<file path="config.mk">
export PLATFORM = sky130hd
export DESIGN_NAME = gn3_queue
export DESIGN_NICKNAME = d
export VERILOG_FILES = /design/src/rtl/core/gn3_pkg.sv /design/src/rtl/core/gn3_queue.sv
export SDC_FILE = /design/constraint.sdc
export NUM_CORES = 1
export LEC_CHECK = 0
export ABC_AREA = 1
export BUFFER_PORTS_ARGS = -buffer_cell sky130_fd_sc_hd__buf_2
export CAP_MARGIN = 20
export CORE_ASPECT_RATIO = 1.75
export CORE_UTILIZATION = 50
export CTS_BUF_LIST = sky130_fd_sc_hd__clkbuf_4 sky130_fd_sc_hd__clkbuf_8
export DETAILED_ROUTE_END_ITERATION = 8
export GPL_ROUTABILITY_DRIVEN = 0
export PLACE_DENSITY = 0.71
export RECOVER_POWER = 50
export SYNTH_ARGS = -nofsm -noshare
export SYNTH_HDL_FRONTEND = slang
export SYNTH_SLANG_ARGS = --single-unit
</file>
<file path="constraint.sdc">
create_clock -name clock -period 11 [get_ports clock]
set_input_delay 0.55 -clock clock [delete_from_list [all_inputs] [get_ports clock]]
set_output_delay 0.55 -clock clock [all_outputs]
set_load 0.02 [all_outputs]
</file>
<file path="src/rtl/core/gn3_pkg.sv">
// shared types and constants for the 3d gradient noise evaluator
`timescale 1ns / 1ps

package gn3_pkg;

   localparam logic OpStore = 1'b0;
   localparam logic OpEval  = 1'b1;

   // widest coordinate and fraction that any legal build needs
   localparam int MaxCoordBits = 6;
   localparam int MaxFracBits  = 24;
   localparam int GradBits     = 16;
   localparam int NoiseBits    = 16;

   localparam int QueueDepth = 4;
   localparam int QPtrBits   = 2;

   // one classified item as it waits between front and back
   typedef struct packed {
      logic                                  is_store;
      logic                                  oor;
      logic [2:0][MaxCoordBits-1:0]          coord;
      logic [2:0][GradBits-1:0]              grad;
      logic [2:0][MaxFracBits-1:0]           frac;
   } gn3_item_type;

   typedef struct packed {
      logic not_empty;
      logic full;
   } gn3_qstat_type;

endpackage

</file>
<file path="src/rtl/core/gn3_queue.sv">
// short item queue between the front end and the evaluation pipeline
`timescale 1ns / 1ps

module gn3_queue (
   input  logic                       clock,
   input  logic                       reset,
   input  logic                       push,
   input  gn3_pkg::gn3_item_type      push_item,
   input  logic                       pop,
   output gn3_pkg::gn3_item_type      head_item,
   output gn3_pkg::gn3_qstat_type     stat
);

   gn3_pkg::gn3_item_type                entries_ff [gn3_pkg::QueueDepth];
   logic [gn3_pkg::QPtrBits-1:0]         wr_ptr_ff, wr_ptr_in;
   logic [gn3_pkg::QPtrBits-1:0]         rd_ptr_ff, rd_ptr_in;
   logic [gn3_pkg::QPtrBits:0]           count_ff, count_in;

   always_comb begin
      wr_ptr_in = push ? wr_ptr_ff + 1'b1 : wr_ptr_ff;
      rd_ptr_in = pop ? rd_ptr_ff + 1'b1 : rd_ptr_ff;
      count_in  = count_ff;
      if (push && !pop) begin
         count_in = count_ff + 1'b1;
      end else if (!push && pop) begin
         count_in = count_ff - 1'b1;
      end
   end

   always_ff @(posedge clock) begin
      if (reset) begin
         wr_ptr_ff <= '0;
         rd_ptr_ff <= '0;
         count_ff  <= '0;
      end else begin
         wr_ptr_ff <= wr_ptr_in;
         rd_ptr_ff <= rd_ptr_in;
         count_ff  <= count_in;
      end
   end

   always_ff @(posedge clock) begin
      if (push) begin
         entries_ff[wr_ptr_ff] <= push_item;
      end
   end

   assign head_item      = entries_ff[rd_ptr_ff];
   assign stat.not_empty = (count_ff != '0);
   assign stat.full      = (count_ff == (gn3_pkg::QPtrBits + 1)'(gn3_pkg::QueueDepth));

endmodule

</file>
# After elaboration in Yosys (flattened, before gate mapping)
# Memory sizes are Yosys's and may differ from the RTL's. A register that Yosys moved wholly into a read port is not among the register bits.
# Index checks and enable logic that the tools add are counted.
dict set report op_classes {
  add_sub_neg 4
  n_eq_ne 1
  n_mux 6
  reduce_logical 6
}
# cell count
set ops {}
lappend ops {{$mux W3} 2}
lappend ops {{$add A2 B1 Y2 const B} 2}
lappend ops {{$mux W2} 2}
lappend ops {{$add A3 B1 Y3 const B} 1}
lappend ops {{$eq A3 B3 Y1 const B} 1}
lappend ops {{$reduce_bool A3 Y1} 1}
lappend ops {{$sub A3 B1 Y3 const B} 1}
lappend ops {{$logic_and A1 B1 Y1} 2}
lappend ops {{$logic_not A1 Y1} 2}
lappend ops {{$mux W1} 2}
lappend ops {{$reduce_bool A2 Y1} 1}
dict set report totals {
  regBits 7
  ramBits 560
  in_bits 144
  output_inout_bits 142
  wordCells 21
  memories 1
}
# name depth width read_ports rd_ports_with_merged_regs write_ports line
set memory_table {}
lappend memory_table {entries_ff 4 140 1 1 1 gn3_queue.sv:14} ;# gn3_pkg::gn3_item_type entries_ff [gn3_pkg::QueueDepth];

# Depth between registers and ports, before layout
dict set report depth {
  depth_word 4
  mapped_depth 10
}

# Worst setup path after synthesis
# Ideal clock, no wire load.
dict set report synth_path {
  kind {register to register}
  start {register wr_ptr_ff[0] (netlist bit)}
  end {memory entries_ff[2][0] (netlist bit) (enable)}
  arrival_ns 3.283
  required_time_ns 10.507
  path_slack_ns 7.225
  path_stages_with_launch 5
  n_path_buf 0
  path_cell_list {dfxtp_1 inv_1 ha_1 nand2_1 inv_1}
}
# item line
set synth_rtl {}
lappend synth_rtl {{from (decl)} gn3_queue.sv:15} ;# logic [gn3_pkg::QPtrBits-1:0] wr_ptr_ff, wr_ptr_in;
lappend synth_rtl {{from (signal assigned)} gn3_queue.sv:36} ;# wr_ptr_ff <= wr_ptr_in;
lappend synth_rtl {{to (decl)} gn3_queue.sv:14}
# No word-level cell before the write port.

# Worst setup path after layout
dict set report layout_path {
  start {register wr_ptr_ff[0] (netlist bit)}
  end {memory entries_ff[3][1] (netlist bit) (enable)}
}
# No word-level cell before the write port.

==> metrics.yaml <==
clocking:
  numClockSinks: 569
  htree_levels: 3
  cts.repair.resized: 0
  clock_latency_ps: 620
  cts_tree: "done"
  numCtsBuffers: 80
  clockBufferDepth: 3
  cts-hold-fix-buffers: 0
  ctsRootBufferMaster: "clkbuf_8"
  clk_pin_slew_worst_paths_ps: 60
  postCtsSetupRepairBufs: 0
detailed_routing:
  num_vias: 12710
  wl_per_cell_um: 20.0
  viasPerCell: 5.48
  drt_pass1_iterations: 5
  drt_iter0_markers: 875
  drtAntennaViolNets: 0
  wirelength_um: 46300
  drc: 0
worst_setup_path:
  critPathArrivalTime_ps: 5560
  crit_end: "entries_ff[3][1]"
  r2r_end: "entries_ff[3][1]"
  required_ps: 11180
  startpoint: "wr_ptr_ff[0]"
  ff2ff_path_depth: 4
  reg2reg_slack_ps: 5620
  worstPathMaxFanout: 71
  path_class: "flop to flop"
  crit_path_start_kind: "flop"
  r2r_start: "wr_ptr_ff[0]"
  cp-end-kind: "flop"
global_routing:
  antenna_found_initial: 18
  grt_max_degree: 217
  grt_overflow: 0
  grt_usage: 0.215
  grt_pass1_wl_um: 68800
  grt_pass1_vias: 12926
synthesis:
  ys_types: 22
  ys_warn_count: 0
  postSynthCellCount: 1412
  syn_avg_cell_area_um2: 15.0
  synth-seq-area-share: 0.803
  synth_nets: 1562
  synth_area_um2: 21200
  synth-seq-cells: 569
floorplan:
  die_w_um: 158
  boundaryPins: 286
  die-area_um2: 43200
  initial_core_util: 0.507
  num_rows: 99
  core_area_um2: 41700
  dieHeight_um: 274
power:
  powerDensity_nw_per_um2: 188
  peakVddDrop_uv: 131
  p_leak_nw: 8.06
finish:
  regArea_um2: 17000
  finalNonFillerCells: 2319
  nNetsFinal: 1846
  area_delta_synth_final_pct: 14.4
  layout-drive-gt1-share: 0.158
  multi_input_area_um2: 3540
  mostFrequentLayoutCell: "edfxtp_1"
  nFillCells: 3280
  layout_common_cells: "edfxtp_1, nor2_1, o21ai_0"
timing:
  setup_slack_ps: 5620
  rsz0062_at_grt: "no"
  whs_ps: 109
  fin_tns_setup_ps: 0
  max-slew-margin-rel: -1.49
  max_slew.worst_pin.slew_ps: 3710
  finalSetupViolations: 0
  post-route-min-period_ps: 5380
  finalMaxSlewViolations: 72
  fmax_ghz: 0.186
  finalHoldViolCount: 0
  skew_ps: 20.7
  period_share: 0.489
place:
  numPortBuffers: 285
  dp_cells: 2169
  hpwl_um: 25400
  place_ws_ps: 7490
hold_path:
  hold_depth: 2
  hold_class: "input port to flop"
flow_run:
  cap_violations: 1
status:
  status: "finished, violations left"
  violations: "max-capacitance violations, max-slew violations"
worst max-delay path, cell delays in order (launching register included):
cell and delay [ps]:
dfxtp_1 320, ha_1 190, nand2_1 80, clkinvlp_2 2720, buf_4 1430
report_power, final:
group          switching, W  internal [W]  leakage [nW]  total (W)
Clock              0.000734      0.000849         0.796    0.00158
Sequential        0.0000323       0.00248          5.22    0.00251
Combinational      0.000333      0.000124          2.04   0.000456
Total               0.00110       0.00345          8.06    0.00455
layout make-up:
cell class | count | share of cell area
diodes | 14 | 0.00145
clock buffers | 102 | 0.0525
clock inverters | 34 | 0.0107
inverters | 17 | 0.00382
multi-input cells | 735 | 0.146
flip-flops and latches | 569 | 0.702
well taps | 555 | 0.0287
repair buffers | 293 | 0.0547
worst min path at each step:
| stage | from | endpoint | slack (ps) |
|---|---|---|---|
| final | reset | count_ff[0] | 110 |
| after global routing | reset | count_ff[0] | 80 |
| after CTS | reset | count_ff[0] | 50 |
| after detailed placement | rd_ptr_ff[1] | flop | 430 |
| after global placement | rd_ptr_ff[1] | flop | 420 |
| after floorplan | rd_ptr_ff[1] | flop | 410 |
through the flow:
| stage | power, W | instance area, um2 | util |
|---|---|---|---|
| after floorplan | 0.00285 | 21200 | - |
| after global placement | 0.00301 | 22800 | 0.547 |
| after detailed placement | 0.00303 | 22800 | 0.547 |
| after CTS | 0.00460 | 24400 | 0.584 |
| after global routing | 0.00472 | 24200 | 0.580 |
| final | 0.00455 | 24200 | 0.580 |
kinds of logic (layout without fill, tap and decap cells):
| family | count (synthesis) | in the layout | share of synthesized area |
|---|---|---|---|
| compound gates | 428 | 428 | 0.109 |
| simple gates | 300 | 300 | 0.0534 |
| buf+inv | 108 | 446 | 0.0303 |
| other cells | 0 | 14 | 0 |
| xor+xnor | 1 | 1 | 0.000414 |
| fa+ha+maj | 6 | 6 | 0.00390 |
| flops | 569 | 569 | 0.803 |
layer usage:
metal  share of wire  track usage
met2            0.54        0.386
met4           0.043        0.135
met1            0.35        0.216
met5          0.0012            0
met3           0.071       0.0588
flip-flops by register name, indices dropped and copies added (netlist names), named ones only:
name        count
wr_ptr_ff       2
count_ff        3
rd_ptr_ff       2
entries_ff    560
cell usage after synthesis (all sizes together):
cell type / number / area [um2]
edfxtp: 560 / 16800
nor2: 287 / 1080
o21ai: 285 / 1430
o22ai: 140 / 876
buf: 57 / 444
clkbuf: 34 / 128
inv: 17 / 68.8
nand2: 10 / 37.5
dfxtp: 9 / 180
ha: 5 / 62.6
a21oi: 3 / 15.0
fa: 1 / 20.0
nand3: 1 / 5.00
nand4: 1 / 6.26
nor3: 1 / 5.00
xor2: 1 / 8.76
Note: power is estimated with default switching activity, not from simulation.
