$ cat src/rtl/core/gn3_pkg.sv
// shared types and constants for the 3d gradient noise evaluator
`timescale 1ns / 1ps

package gn3_pkg;

   localparam logic OpStore = 1'b0;
   localparam logic OpEval  = 1'b1;

   // widest coordinate and fraction that any legal build needs
   localparam int MaxCoordBits = 6;
   localparam int MaxFracBits  = 24;
   localparam int GradBits     = 16;
   localparam int NoiseBits    = 16;

   localparam int QueueDepth = 4;
   localparam int QPtrBits   = 2;

   // one classified item as it waits between front and back
   typedef struct packed {
      logic                                  is_store;
      logic                                  oor;
      logic [2:0][MaxCoordBits-1:0]          coord;
      logic [2:0][GradBits-1:0]              grad;
      logic [2:0][MaxFracBits-1:0]           frac;
   } gn3_item_type;

   typedef struct packed {
      logic not_empty;
      logic full;
   } gn3_qstat_type;

endpackage

$ cat src/rtl/core/gn3_front.sv
// front end: classifies an incoming item and splits the position into cell and fraction
`timescale 1ns / 1ps

module gn3_front #(
   parameter int GRID_SIZE = 16,
   parameter int FRAC_BITS = 16
) (
   input  logic                       req_operation,
   input  logic [3:0]                 req_cell_x,
   input  logic [3:0]                 req_cell_y,
   input  logic [3:0]                 req_cell_z,
   input  logic signed [15:0]         req_grad_x,
   input  logic signed [15:0]         req_grad_y,
   input  logic signed [15:0]         req_grad_z,
   input  logic [19:0]                req_pos_x,
   input  logic [19:0]                req_pos_y,
   input  logic [19:0]                req_pos_z,
   output gn3_pkg::gn3_item_type      item
);

   localparam int BW = (FRAC_BITS < 20) ? 20 - FRAC_BITS : 1;

   logic [2:0][19:0]  pos;
   logic [2:0][3:0]   cell_idx;
   logic [BW-1:0]     base [3];
   logic              base_oor;
   logic              cell_oor;

   always_comb begin
      pos      = {req_pos_z, req_pos_y, req_pos_x};
      cell_idx = {req_cell_z, req_cell_y, req_cell_x};
      base_oor = 1'b0;
      cell_oor = 1'b0;
      for (int a = 0; a < 3; a++) begin
         base[a] = BW'(pos[a] >> FRAC_BITS);
         // upper corner must stay inside the table
         if ((32'(base[a]) + 32'd1) >= 32'(GRID_SIZE)) begin
            base_oor = 1'b1;
         end
         if (32'(cell_idx[a]) >= 32'(GRID_SIZE)) begin
            cell_oor = 1'b1;
         end
      end

      item.is_store = (req_operation == gn3_pkg::OpStore);
      item.grad     = {req_grad_z, req_grad_y, req_grad_x};
      for (int a = 0; a < 3; a++) begin
         item.frac[a] = gn3_pkg::MaxFracBits'(pos[a]);
         if (item.is_store) begin
            item.coord[a] = gn3_pkg::MaxCoordBits'(cell_idx[a]);
         end else begin
            item.coord[a] = gn3_pkg::MaxCoordBits'(base[a]);
         end
      end
      // for a store this marks an ignored write
      item.oor = item.is_store ? cell_oor : base_oor;
   end

endmodule

$ cat config.mk
export PLATFORM = sky130hd
export DESIGN_NAME = gn3_front
export DESIGN_NICKNAME = d
export VERILOG_FILES = /design/src/rtl/core/gn3_pkg.sv /design/src/rtl/core/gn3_front.sv
export SDC_FILE = /design/constraint.sdc
export NUM_CORES = 1
export LEC_CHECK = 0
export ABC_AREA = 1
export BUFFER_PORTS_ARGS = -buffer_cell sky130_fd_sc_hd__buf_2
export CORE_AREA = 5 5 99 101
export DETAILED_ROUTE_END_ITERATION = 12
export DIE_AREA = 0 0 104 106
export PLACE_DENSITY = 0.5
export SYNTH_ARGS = -nofsm -noshare
export SYNTH_HDL_FRONTEND = slang
export SYNTH_SLANG_ARGS = --single-unit
export TNS_END_PERCENT = 10
$ cat constraint.sdc
create_clock -name vclk -period 0.8
set_input_delay 0.04 -clock vclk [all_inputs]
set_output_delay 0.04 -clock vclk [all_outputs]
set_load 0.05 [all_outputs]
# == Word level (Yosys, flattened, before mapping) ==
# Cells that the tools add are included.
# totals
regBits,0
wordCells,14
inputBits,121
output_inout_bits,140
# op_classes
order_cmp,3
n_addsub,3
n_bitwise,1
mux,7
# op_table
cell,n
adder 4 x 1 -> 5 bit (second input constant),3
greater-or-equal comparator 5 bit (second input constant),3
2-to-1 mux 4 bit,3
2-to-1 mux 1 bit,4
NOT 1 bit,1

# == Longest topological paths before layout ==
# Gate-level depths: netlist (run 1).
# logic_depth
word_depth,6
depth_mapped,6
ltp_nobuf,6

# == Worst setup path before layout (run 1) ==
# Ideal clock, no wire load.
# synth_path
path_kind,input -> output
from,input port req_operation
to,output port item[120] in the netlist's numbering
arrival_time_ns,0.682
required_ns,0.760
path_slack_ns,0.078
stages,4
cell_sequence,inv_2 buf_6 nand2_1 nand2_1
# synth_lines
element,line,rtl
start: declaration,gn3_front.sv:8,"input logic req_operation,"
end: declaration,gn3_front.sv:18,output gn3_pkg::gn3_item_type item

==> qor.txt, run 1 <==
number of global-route vias before repair: 688
post-synthesis xor/xnor area fraction: 0%
antenna violations before repair: 0
top area cells in the synthesized netlist: buf_4 82%, nand2_1 14%, inv_1 1.6%
largest net degree at the start of global routing: 14
CP startpoint: req_operation
Seq/Total Area, Yosys: 0%
WP data arrival: 0.71 ns
largest family of logic cells by synthesized area: buffers and inverters
min cycle time layout: 0.751 ns
kind of critical path: input port to primary output
Port Buffers: 51
Slew Viols, Final: 0
final worst-path cycle share: 93.9%
Switching Share: 77.6%
maximum clock rate: 1330 MHz
Register Area: 0 µm²
Final nets: 245
Top-Level Pins: 261
overall power: 794 µW
Horiz. Die Dim: 104 µm
pwr dens: 1080 nW/µm²
Max IR drop VDD: 0.000147 V
Worst Path Max Fanout: 6
Die ar.: 11000 µm²
unrepaired setup endpoints after global routing: true
FP Rows: 35
Layout area overhead: -36.8%
Via density: 2.97
Distinct cells, synth: 8
Hold Violations, Final: 0
Die Y: 106 µm
Final Util: 8.24%
Core Region: 8930 µm²
ANT cells: 0
outcome: finished clean
Fin Setup TNS: 0 ns
Total GRT Usage: 4.32%
First-pass DRT Iterations: 3
Synth Area in Compound Gates: 0%
routability congestion estimate: 0.692
routed vias: 691
commonest cells in the netlist: 127 x buf_4, 43 x nand2_1, 5 x inv_1
simple-gate share of the synthesized area: 14.8%
Combinational Power Share: 100.0%
Avg Cell Area, Syn: 6.46 µm²
Starting Density: 13.0%
Mapped Cells: 180
Int Pwr: 178 µW
Post-Synth Adder-Cell Area: 0%
Synth area leader: buf_4
Post-Synthesis Cell Area: 1160 µm²
drt total wl: 2830 µm
Post-DP HPWL: 2520 µm
area share of the largest cell type after synthesis: 81.9%
Wirelength per Cell: 12.1 µm
Hold Crit Start: req_pos_y[5]
synth warn: 0
leak pwr: 0.454 nW
final count of negative-setup-slack endpoints: 0
seq_cells: 0
Setup Fix Bufs, Post-CTS: 0
Max-Cap Viols: 0
CP Capture Type: primary output
Initial DRC Count: 10
Reg power frac: 0%
DRC: 0
layout cells sized above 1: 45.1%
antenna viol nets, final: 0
Worst Path Required: 0.76 ns
clock power share: 0%
switching power: 617 µW
fillers: 1072
first-pass GRT wire length: 3800 µm
post-synthesis mux area share: 0%
most frequent cell after synthesis: buf_4
Setup crit start kind: input port
Min-Delay Path Class: input port to primary output
total grt overflow: 0
count of clock buffers in the final design: 0
[critical path, stage by stage]
cell	delay (ns)
buf_2	0.17
buf_4	0.17
nand2_1	0.05
nand2_1	0.05
clkbuf_4	0.22
[cells in the final DEF (no fill, tap or decap)]
cell / n
clkbuf_4: 7
nand3_1: 1
buf_12: 2
buf_6: 1
inv_4: 1
conb_1: 18
nand2_1: 43
buf_2: 38
buf_4: 5
nand4_1: 1
inv_1: 4
inv_2: 1
[cells by family (layout without fill, tap and decap cells)]
family                 after synthesis  after routing
and+or+nand+nor                     45             45
other                                1             18
buffers and inverters              134             59
[final timing paths]
| check | depth (start not counted) | slack [ns] | end |
|---|---|---|---|
| worst min-delay path | 0 | 0.08 | item[29] |
| worst max-delay path | 5 | 0.05 | item[133] |
[power groups by stage]
stage / Sequential (mW) / Clock (mW) / Combinational [mW]
6_report: 0 / 0 / 0.794
5_1_grt: 0 / 0 / 0.837
4_1_cts: 0 / 0 / 0.786
3_5_place_dp: 0 / 0 / 0.774
3_3_place_gp: 0 / 0 / 0.771
2_1_floorplan: 0 / 0 / 1.97
[metal layers]
metal | track usage [%] | share of wire, % | vias to the layer above
li1 | - | - | 276
met1 | 2.95 | 26 | 277
met3 | 2.49 | 19 | 52
met5 | 0 | 0 | -
met2 | 7.01 | 41 | 86
met4 | 5.92 | 14 | 0
[stage by stage]
stage	area (µm²)	instances	setup WS [ns]	hold WS, ns
after floorplan	1230	197	0.0781	0.247
after detailed placement	702	233	-0.0776	0.0803
after global routing	736	233	-0.00864	0.0801
after global placement	702	233	-0.0502	0.0803
after CTS	714	233	0.00705	0.0803
final	736	233	0.0490	0.0800
[timing repair]
action | CTS | global route
endpoints found under the setup margin | 11 | 9
hold buffers | 0 | 0
gates resized for setup | 5 | 9
[cell type report]
cell class                      instances  area [µm²]  area share (%)
Timing Repair Buffer                   53         332            45.1
Multi-Input combinational cell         63         240            32.7
Tap cell                              111         139            18.9
Inverter                                6        25.0            3.40
No activity file was read; power rests on OpenSTA's default activity.
==> inputs of run 2 (changes only) <==
- PLACE_DENSITY: 0.5 -> not set
- clock period: 0.8 -> 0.92 ns (I/O delays scaled with it)
==> qor.txt, run 2 (synthesis gave the netlist of run 1 again) <==
Slew Viols, Final: 0 (unchanged)
leak pwr: 0.468 nW (+3.0%)
DRC: 0 (unchanged)
FP Rows: 35 (unchanged)
final worst-path cycle share: 85.2%
drt total wl: 3060 µm (+8.3%)
Starting Density: 13.0% (unchanged)
Max-Cap Viols: 0 (unchanged)
Port Buffers: 51 (unchanged)
layout cells sized above 1: 45.2% (+0.079 points)
Die ar.: 11000 µm² (unchanged)
worst slack, placed: 0.0682 ns (+0.146 ns)
met3 usage: 2.37% (-0.12 points)
count of clock buffers in the final design: 0 (unchanged)
CP max-delay cell: buf_12
Multi-input gate area: 240 µm² (unchanged)
antenna violations before repair: 0 (unchanged)
most frequent cells in the layout: 48 x buf_2, 43 x nand2_1, 18 x conb_1
maximum clock rate: 1280 MHz
Max stage delay on crit path: 0.15 ns (-0.07 ns)
Layout area overhead: -35.9%
outcome: finished clean
pwr dens: 932 nW/µm² (-14%)
first-pass GRT wire length: 4040 µm (+6.4%)
routability congestion estimate: 0.572 (-17%)
Horiz. Die Dim: 104 µm (unchanged)
Post-DP HPWL: 2670 µm (+6.1%)
routed vias: 699 (+1.2%)
Core Region: 8930 µm² (unchanged)
cells along the critical path: buf_2, nand2_1, inv_1, nand2_1, nand3_1, nand2_1, inv_1, buf_12
commonest non-fill, non-tap cell in the layout: buf_2
Worst Path Required: 0.87 ns (+0.11 ns)
Inst Count DP: 235 (+0.86%)
gr busiest metal: met2
First-pass DRT Iterations: 4 (+1)
cts repair resizes: 0 (-5)
unrepaired setup endpoints after global routing: false
CP Capture Type: primary output
seq_cells: 0 (unchanged)
Fin Setup TNS: 0 ns (unchanged)
grt met2 use: 7.38% (+0.36 points)
Setup Fix Bufs, Post-CTS: 0 (unchanged)
largest net degree at the start of global routing: 14 (unchanged)
Hold Violations, Final: 0 (unchanged)
kind of critical path: input port to primary output
met1 usage in global routing: 3.72% (+0.77 points)
Die Y: 106 µm (unchanged)
Max IR drop VDD: 0.000202 V (+38%)
Initial DRC Count: 11 (+1)
PnR worst setup slack: 0.136 ns (+0.0872 ns)
fillers: 1068 (-0.37%)
number of global-route vias before repair: 672 (-2.3%)
WP data arrival: 0.74 ns (+0.03 ns)
min cycle time layout: 0.784 ns
Worst Path Max Fanout: 3 (-3)
Register Area: 0 µm² (unchanged)
final count of negative-setup-slack endpoints: 0 (unchanged)
Final nets: 247 (+0.82%)
CP endpoint: item[138]
Setup crit start kind: input port
Final Util: 8.35% (+0.11 points)
final cell count without fillers: 235 (+0.86%)
CP startpoint: req_pos_y[18]
cell mode on critical path: nand2_1
ANT cells: 0 (unchanged)
Top-Level Pins: 261 (unchanged)
Via density: 2.97 (+0.30%)
Min-Delay Path Class: input port to primary output
antenna viol nets, final: 0 (unchanged)
Post-CTS Hold Fix Bufs: 0 (unchanged)
Wirelength per Cell: 13.0 µm (+7.4%)
total grt overflow: 0 (unchanged)
Fin Hold WS: 0.0920 ns (+0.0120 ns)
Total GRT Usage: 4.77% (+0.46 points)
[run 2: cell count changes in the layout (fill, tap and decap cells not counted), sizes merged]
cell    before  now
clkbuf       7    0
inv          6    5
buf         46   55
clkinv       0    1
[run 2: how the worst min path moves through the flow]
stage                            start  endpoint  slack [ns]  cells after the start
final                     req_pos_y[7]  item[31]        0.09                      0
after global routing      req_pos_y[7]  item[31]        0.09                      0
after CTS                 req_pos_x[0]   item[0]        0.09                      0
after detailed placement  req_pos_x[0]   item[0]        0.09                      0
after global placement    req_pos_x[0]   item[0]        0.09                      0
after floorplan           req_pos_x[0]   item[0]        0.26                      1
[run 2: metal layers]
layer | up-vias | routed length [µm] | share of wire (%)
met1 | 271 | 783 | 26
met4 | 0 | 461 | 15
met5 | - | 0 | 0
met3 | 60 | 575 | 19
met2 | 88 | 1240 | 41
li1 | 280 | - | -
[run 2: worst max-delay path, delay by kind of cell]
family                 cells  cell delay [ns]
and+or+nand+nor            4             0.28
buffers and inverters      4             0.42
[run 2: power by group]
part	internal, mW	leakage, nW	switching (mW)	total, mW
registers	0	0	0	0
logic	0.154	0.468	0.542	0.695
clock network	0	0	0	0
total	0.154	0.468	0.542	0.695
[run 2: layout make-up]
class | count | share of cell area (%)
Multi-Input combinational cell | 63 | 32.2
Inverter | 6 | 3.19
Tap cell | 111 | 18.6
Timing Repair Buffer | 55 | 46.0
[run 2: through the flow]
stage	area (µm²)	power, mW
detailed placement	744	0.704
CTS	744	0.704
global route	746	0.734
floorplan	1230	1.72
finish	746	0.695
global placement	744	0.703
==> inputs of run 3 (changes only) <==
- CORE_AREA: 5 5 99 101 -> 5 5 97 99
- DIE_AREA: 0 0 104 106 -> 0 0 102 104
- REMOVE_ABC_BUFFERS: not set -> 1
- clock period: 0.92 -> 0.8 ns (I/O delays scaled with it)
==> qor.txt, run 3 (synthesis gave the netlist of run 1 again) <==
Hold Violations, Final: 0 (unchanged)
Max stage delay on crit path: 0.25 ns (+0.10 ns)
Crit path buffers/inverters: 3 (-1)
Die ar.: 10600 µm² (-3.8%)
routability congestion estimate: 0.856 (+50%)
Max-Cap Viols: 0 (unchanged)
CP max-delay cell: buf_2
outcome: finished clean
total grt overflow: 0 (unchanged)
drt total wl: 14100 µm (+360%)
largest net degree at the start of global routing: 14 (unchanged)
Via density: 3.25 (+9.4%)
Setup crit start kind: input port
unrepaired setup endpoints after global routing: false
seq_cells: 0 (unchanged)
final worst-path cycle share: 93.7%
commonest non-fill, non-tap cell in the layout: buf_2
CP Capture Type: primary output
delay-heaviest family, CP: buffers and inverters
first-pass GRT wire length: 15400 µm (+280%)
Fin Setup TNS: 0 ns (unchanged)
antenna violations before repair: 4 (+4)
routed vias: 768 (+9.9%)
Worst Path Max Fanout: 13 (+10)
Final Util: 8.60% (+0.25 points)
Initial DRC Count: 29 (+18)
First-pass DRT Iterations: 3 (-1)
layout cells sized above 1: 45.6% (+0.44 points)
Total GRT Usage: 25.0% (+20 points)
min cycle time layout: 0.750 ns
FP Rows: 34 (-2.9%)
Worst Path Required: 0.76 ns (-0.11 ns)
Port Buffers: 51 (unchanged)
PnR worst setup slack: 0.0503 ns (-0.0860 ns)
Top-Level Pins: 261 (unchanged)
Slew Viols, Final: 0 (unchanged)
Max IR drop VDD: 0.000138 V (-32%)
kind of critical path: input port to primary output
number of global-route vias before repair: 703 (+4.6%)
Horiz. Die Dim: 102 µm (-1.9%)
WP data arrival: 0.71 ns (-0.03 ns)
final count of negative-setup-slack endpoints: 0 (unchanged)
worst slack, placed: -0.0647 ns (-0.133 ns)
Final nets: 248 (+0.40%)
Min-Delay Path Class: input port to primary output
Post-DP HPWL: 13800 µm (+420%)
Wirelength per Cell: 59.7 µm (+360%)
maximum clock rate: 1330 MHz
DRC: 0 (unchanged)
pwr dens: 1090 nW/µm² (+16%)
overall power: 790 µW (+14%)
Post-CTS Hold Fix Bufs: 0 (unchanged)
leak pwr: 0.462 nW (-1.1%)
cells along the critical path: buf_2, inv_4, nand2_1, nand2_1, buf_2
Layout area overhead: -37.4%
Starting Density: 13.7% (+0.72 points)
fillers: 1009 (-5.5%)
Core Region: 8470 µm² (-5.2%)
Fin Hold WS: 0.0805 ns (-0.0115 ns)
most frequent cells in the layout: 45 x buf_2, 43 x nand2_1, 18 x conb_1
Die Y: 104 µm (-1.9%)
antenna viol nets, final: 0 (unchanged)
count of clock buffers in the final design: 0 (unchanged)
Register Area: 0 µm² (unchanged)
==> run 3: final timing paths <==
| check | slack, ns | cells after the start | startpoint | end |
|---|---|---|---|---|
| min | 0.08 | 0 | req_grad_x[6] | item[78] |
| max | 0.05 | 5 | req_operation | item[134] |
==> run 3: area by class of cell <==
type / count / area (µm²) / share of cell area (%)
well taps: 108 / 135 / 18.6
inverters: 6 / 25.0 / 3.44
multi-input cells: 63 / 240 / 33.0
diodes: 3 / 7.51 / 1.03
repair buffers: 56 / 320 / 44.0
==> run 3: report_power, final <==
group | switching (mW) | leakage, nW | internal [mW] | total (mW)
clock | 0 | 0.0000190 | 0.000000501 | 0.000000501
sequential | 0 | 0 | 0 | 0
combinational | 0.626 | 0.462 | 0.164 | 0.790
==> run 3: stage by stage <==
step / std cells / cell area, µm²
after floorplan: 69 / 263
after global placement: 233 / 706
after detailed placement: 233 / 706
after CTS: 233 / 708
after global routing: 235 / 726
final: 236 / 728
==> run 3: layer usage <==
layer / wire, µm / track usage, %
met5: 121 / 6.67
met4: 215 / 2.81
met3: 4410 / 37.2
met2: 8430 / 53.2
met1: 902 / 4.29
==> run 3: timing repair <==
| action | in CTS | in global routing |
|---|---|---|
| buffers inserted | 0 | 0 |
| pin swaps | 0 | 0 |
| gates resized for setup | 1 | 6 |
| endpoints found under the setup margin | 12 | 5 |
